--- src/hw/rtl/fsd_pkg.sv ---
// Shared types and constants for the Floyd-Steinberg palette dither.
// Used by fsd_quant, floyd_steinberg_palette_dither and tb_top; depends on nothing.
`timescale 1ns / 1ps

package fsd_pkg;

  localparam int N_CHAN = 3;
  localparam int CFG_W  = 12;
  // Width of a stored below-error (magnitude at most 15).
  localparam int ERR_W  = 6;
  // Width of one weighted error term (magnitude at most 11).
  localparam int TERM_W = 5;

  localparam logic [CFG_W-1:0] WIDTH_RESET  = 12'd1920;
  localparam logic [CFG_W-1:0] HEIGHT_RESET = 12'd1080;

  localparam logic [7:0] BLUE_STRIDE  = 8'd42;
  localparam logic [7:0] GREEN_STRIDE = 8'd6;

  typedef enum logic [1:0] {
    REG_WIDTH  = 2'd0,
    REG_HEIGHT = 2'd1
  } cfg_reg_e;

  typedef struct packed {
    logic [7:0] blue;
    logic [7:0] green;
    logic [7:0] red;
  } pixel_t;

  typedef struct packed {
    logic [7:0] palette_index;
    logic       frame_end;
  } result_t;

  typedef logic signed [ERR_W-1:0]  err_t;
  typedef logic signed [TERM_W-1:0] term_t;

  // Lane 0 is blue, lane 1 green, lane 2 red.
  typedef err_t  [N_CHAN-1:0] err3_t;
  typedef term_t [N_CHAN-1:0] term3_t;

  typedef struct packed {
    term_t east_term;
    term_t sw_term;
    term_t s_term;
    term_t se_term;
  } terms_t;

  typedef terms_t [N_CHAN-1:0] terms3_t;

endpackage

--- src/hw/rtl/fsd_quant.sv ---
// Per-pixel datapath: error correction, saturation, quantisation and weighting.
// Purely combinational; depends on fsd_pkg.
`timescale 1ns / 1ps

module fsd_quant (
  input  fsd_pkg::pixel_t  pix_i,
  input  fsd_pkg::err3_t   line_i,
  input  fsd_pkg::term3_t  east_i,
  output logic [7:0]       index_o,
  output fsd_pkg::terms3_t terms_o
);
  import fsd_pkg::*;

  localparam int SUM_W = 10;
  localparam int GREEN_LANE = 1;

  localparam logic [3:0] W_EAST = 4'd7;
  localparam logic [3:0] W_SW   = 4'd3;
  localparam logic [3:0] W_S    = 4'd5;
  localparam logic [3:0] W_SE   = 4'd1;

  localparam logic [7:0] BR_STEP = 8'd51;
  // Lowest value that rounds up to each next level.
  localparam logic [7:0] BR_THR [5] = '{8'd26, 8'd77, 8'd128, 8'd179, 8'd230};
  localparam logic [7:0] GREEN_THR [6] = '{8'd22, 8'd64, 8'd107, 8'd149, 8'd192, 8'd234};

  function automatic logic [7:0] green_level(input logic [2:0] gi);
    logic [7:0] lv;
    unique case (gi)
      3'd0: lv = 8'd0;
      3'd1: lv = 8'd43;
      3'd2: lv = 8'd85;
      3'd3: lv = 8'd128;
      3'd4: lv = 8'd170;
      3'd5: lv = 8'd213;
      default: lv = 8'd255;
    endcase
    return lv;
  endfunction

  // Rounds mag*w/16 half away from zero and restores the sign.
  function automatic term_t weigh(input logic [4:0] mag, input logic neg,
                                  input logic [3:0] w);
    logic [8:0] t;
    term_t      res;
    t   = 9'(mag) * 9'(w) + 9'd8;
    res = term_t'({1'b0, t[7:4]});
    return neg ? -res : res;
  endfunction

  logic [N_CHAN-1:0][7:0] chan;
  logic [N_CHAN-1:0][2:0] idx;

  assign chan = {pix_i.red, pix_i.green, pix_i.blue};

  for (genvar g = 0; g < N_CHAN; g++) begin : g_lane
    logic signed [SUM_W-1:0] sum;
    logic [7:0]              v;
    logic [7:0]              level;
    logic signed [8:0]       diff;
    err_t                    e;
    logic                    neg;
    logic [4:0]              mag;

    always_comb begin
      sum = SUM_W'(signed'({2'b00, chan[g]})) + SUM_W'(line_i[g]) + SUM_W'(east_i[g]);
      if (sum < 0) begin
        v = 8'd0;
      end else if (sum > SUM_W'(255)) begin
        v = 8'd255;
      end else begin
        v = sum[7:0];
      end
    end

    if (g == GREEN_LANE) begin : g_green
      always_comb begin
        idx[g] = 3'd0;
        for (int k = 0; k < 6; k++) begin
          if (v >= GREEN_THR[k]) idx[g] = 3'(k + 1);
        end
        level = green_level(idx[g]);
      end
    end else begin : g_br
      always_comb begin
        idx[g] = 3'd0;
        for (int k = 0; k < 5; k++) begin
          if (v >= BR_THR[k]) idx[g] = 3'(k + 1);
        end
        level = 8'(8'(idx[g]) * BR_STEP);
      end
    end

    always_comb begin
      diff = signed'({1'b0, v}) - signed'({1'b0, level});
      e    = ERR_W'(diff);
      neg  = e[ERR_W-1];
      mag  = neg ? 5'(-e) : 5'(e);
      terms_o[g].east_term = weigh(mag, neg, W_EAST);
      terms_o[g].sw_term   = weigh(mag, neg, W_SW);
      terms_o[g].s_term    = weigh(mag, neg, W_S);
      terms_o[g].se_term   = weigh(mag, neg, W_SE);
    end
  end

  assign index_o = 8'(8'(idx[0]) * BLUE_STRIDE + 8'(idx[1]) * GREEN_STRIDE + 8'(idx[2]));

endmodule

--- config.mk ---
export PLATFORM = sky130hd
export DESIGN_NAME = fsd_quant
export DESIGN_NICKNAME = d
export VERILOG_FILES = /design/src/hw/rtl/fsd_pkg.sv /design/src/hw/rtl/fsd_quant.sv
export SDC_FILE = /design/constraint.sdc
export NUM_CORES = 1
export LEC_CHECK = 0
export ABC_AREA = 1
export BUFFER_PORTS_ARGS = -buffer_cell sky130_fd_sc_hd__buf_2
export CAP_MARGIN = 20
export CORE_MARGIN = 4
export CORE_UTILIZATION = 35
export DETAILED_ROUTE_END_ITERATION = 12
export GPL_TIMING_DRIVEN = 0
export PLACE_DENSITY_LB_ADDON = 0.08
export SLEW_MARGIN = 30
export SYNTH_ARGS = -nofsm -noshare
export SYNTH_HDL_FRONTEND = slang
export SYNTH_SLANG_ARGS = --single-unit
--- constraint.sdc ---
create_clock -name vclk -period 11.85
set_clock_uncertainty 0.2 [all_clocks]
set_input_delay 0.5925 -clock vclk [all_inputs]
set_output_delay 0.5925 -clock vclk [all_outputs]
set_load 0.02 [all_outputs]
Yosys cells after proc, flatten, opt, wreduce, memory -nomap -nowiden. Cells that the tools add are included.

Reductions and logical operators: 1. Eq/ne operators: 5. Mux-type cells: 38. $mul: 13. $lt $le $gt $ge: 22. Add/subtract/negate cells: 38.

Operator list (number): two-way mux 5 bit (15); greater-or-equal comparator 8 bit (second input constant) (9); adder 8 x 4 -> 8 bit (second input constant) (6); multiplier 5 x 3 -> 8 bit (second input constant) (6); two-way mux 8 bit (6); negator 4 -> 5 bit (9); two-way mux 3 bit (13); case mux 6 bit (6 select lines) (1); greater-or-equal comparator 8 x 7 -> 1 bit (second input constant) (4); adder 10 x 5 -> 10 bit (3); adder 9 x 6 -> 10 bit (3); > comparator 10 x 9 -> 1 bit (second input constant) (3); less-than comparator 10 x 1 -> 1 bit (second input constant) (3); adder 7 x 4 -> 8 bit (second input constant) (3); greater-or-equal comparator 8 x 5 -> 1 bit (second input constant) (3); multiplier 5 x 2 -> 7 bit (second input constant) (3); adder 5 x 4 -> 6 bit (second input constant) (3); subtractor 6 bit (3); negator 2 -> 5 bit (3); negator 5 bit (3); multiplier 3 x 6 -> 6 bit (second input constant) (2); adder 8 x 3 -> 8 bit (1); adder 8 x 6 -> 8 bit (1); multiplier 3 x 5 -> 7 bit (second input constant) (1); other kinds (6) (10).

Input port bits: 57. Output and inout bits: 68. Register bits after elaboration: 0.

Longest topological paths before layout.
Depth after elaboration: 21. Mapped depth: 59.

Least setup slack after synthesis. OpenSTA, ideal clock, no wires.

Path kind: input port to output port. Start: input pix_i[9] (netlist bit). End: output terms_o[37] (netlist bit). Buffers on the path: 1. Slack: 3.270 ns. Cell stages on the path: 54. Arrival time: 7.788 ns. Path through: inv_1 -> fa_1 -> inv_1 -> ha_1 -> inv_1 -> fa_1 -> inv_1 -> nand3_1 -> nand2_1 -> a21boi_2 -> nor2_1 -> nor2_1 -> nor2_1 -> nor2_1 -> nand2_1 -> nand2_4 -> nand2_2 -> nand2_1 -> [... 18 more ...] -> a21o_1 -> a21oi_1 -> xnor2_1 -> inv_1 -> nand2_4 -> nand2_4 -> buf_6 -> o21ai_2 -> inv_2 -> fa_1 -> inv_1 -> ha_1 -> fa_1 -> inv_1 -> ha_1 -> xnor2_1 -> nand2_1 -> o21ai_1.

RTL lines: from (decl) (line fsd_quant.sv:6) `input fsd_pkg::pixel_t pix_i,`; to (decl) (line fsd_quant.sv:10) `output fsd_pkg::terms3_t terms_o`.

==> flow_summary.ini <==
[route]
wirelength_mm = 13.21
vias_per_cell = 4.515
vias = 5924
drc = 0
drt_iter0_markers = 176
wl_per_cell_um = 10.07
dr.pass1.iters = 4
antenna_left = 0

[critical_path]
crit_path_end_kind = output pin
path_class = primary input to output pin
critPathMaxFanout = 10
worst_ep_arrival_time_ns = 8.41
slowest_stage = fa_1
max_stage_delay_ns = 0.50
startpoint_type = primary input
required_ns = 11.06
crit_top_cell = inv_1

[die]
rows = 50
io-pin-count = 125
start_util_pct = 35.63
die_h_um = 146.0
dieArea_mm2 = 0.02131
core_area_mm2 = 0.01871
die_w_um = 146.0

[logic_synthesis]
synth.distinct_cells = 41
synthCells = 953
seq_area_frac_synth_pct = 0
ys_warn_count = 0
syn_nets = 1215
syn_area_mm2 = 0.006664
avgSynthCellArea_um2 = 6.993

[layout]
stdcell_area_mm2 = 0.007582
layout.nets = 1342
syn2layout_area_growth_pct = 13.78
drive_gt1_share_pct = 18.37
n_fill_cell = 2064
seqCellArea_um2 = 0
mostFrequentLayoutCells = nand2_1 (200), inv_1 (182), ha_1 (151)
num-clock-buffers = 0
final_common_cell = nand2_1
multi_input_area_mm2 = 0.005852
flops_and_latches = 0
diodes = 0

[grt]
grt_max_degree = 11
gr-total-overflow = 0
grt_usage_pct = 12.05
grt_pass1_vias = 5415
grt_pass1_wl_mm = 23.44
antenna_found_initial = 0

[sta]
final.min_clock_period_ns = 9.207
rsz0062_at_grt = false
final-max-slew-violation-count = 0
period_share_pct = 77.69
setup_viol = 0
relSlewSlack_pct = 50.81
hold_viol = 0
max_freq_ghz = 0.1086
worst_pin_slew_ns = 0.7325
finalSetupTns_ns = 0

[placement]
port_buffers = 125
hpwlAfterDp_mm = 12.22
finalWeightedCongestion = 0.7692
placed_area_mm2 = 0.007582

[clock_network]
holdBufCountCts = 0
post_cts_buffers = 0
cts-resized-gates = 0

[hold_path]
hold_class = primary input to output pin

[job]
drv_cap = 0

[run_status]
status = finished, final reports clean
## cells in the mapped netlist (9+ instances only)
cell type  count  area [um2]
a21oi_1       34       170.2
a31oi_1        9       56.30
fa_1          54        1081
ha_1         151        1889
inv_1        182       683.2
inv_2         13       48.80
nand2_1      200       750.7
nand2_2       14       87.58
nand3_1       59       295.3
nor2_1        54       202.7
o21ai_0       28       140.1
o21ai_1       15       75.07
xnor2_1       27       236.5
xor2_1        37       324.1
## kinds of logic (layout without fill, tap and decap cells)
| group | count (synthesis) | in the layout | share of synthesized area [%] |
|---|---|---|---|
| compound gates | 113 | 113 | 10.42 |
| xor+xnor | 66 | 66 | 8.900 |
| fa+ha+maj | 205 | 205 | 44.57 |
| buf+inv | 206 | 331 | 12.19 |
| simple gates | 363 | 363 | 23.92 |
## layer usage
layer  global-route usage [%]  vias up  wire (um)
li1                         -     3255          -
met1                    18.50     2574       7071
met2                    19.98       95       5698
met3                   0.5294        0        439
met4                        0        0          0
met5                        0        -          0
## worst max-delay path: cells and delay by family
family	cells	cell delay [ns]
AO/OA/AOI/OAI	6	0.71
XOR/XNOR	3	0.55
buffers and inverters	14	1.19
adder cells (fa/ha/maj)	9	2.98
AND/OR/NAND/NOR	25	2.36
## path summary, 6_finish.rpt
| path | end | slack (ns) | cells past startpoint | from |
|---|---|---|---|---|
| min | index_o[7] | 1.98 | 9 | east_i[0] |
| max | terms_o[37] | 2.64 | 57 | pix_i[9] |
## metrics by stage
stage          worst slack (ns)  instances  util, %  hold WS (ns)
6_report                  2.643       1312    40.54         1.975
5_1_grt                   1.745       1312    40.54         2.094
4_1_cts                   2.567       1312    40.54         2.006
3_5_place_dp              2.574       1312    40.54         2.003
3_3_place_gp              2.600       1312    40.54         2.003
2_1_floorplan             3.270        953        -         1.668
## area by class of cell
type,instances,area share (%)
inverter,195,9.653
timing repair buffer,125,8.251
tap,234,3.861
buffer,11,1.056
multi-input combinational,747,77.18
Power is not shown: default switching activity piles up to over one toggle a cycle in this logic, so the estimate is an artifact.
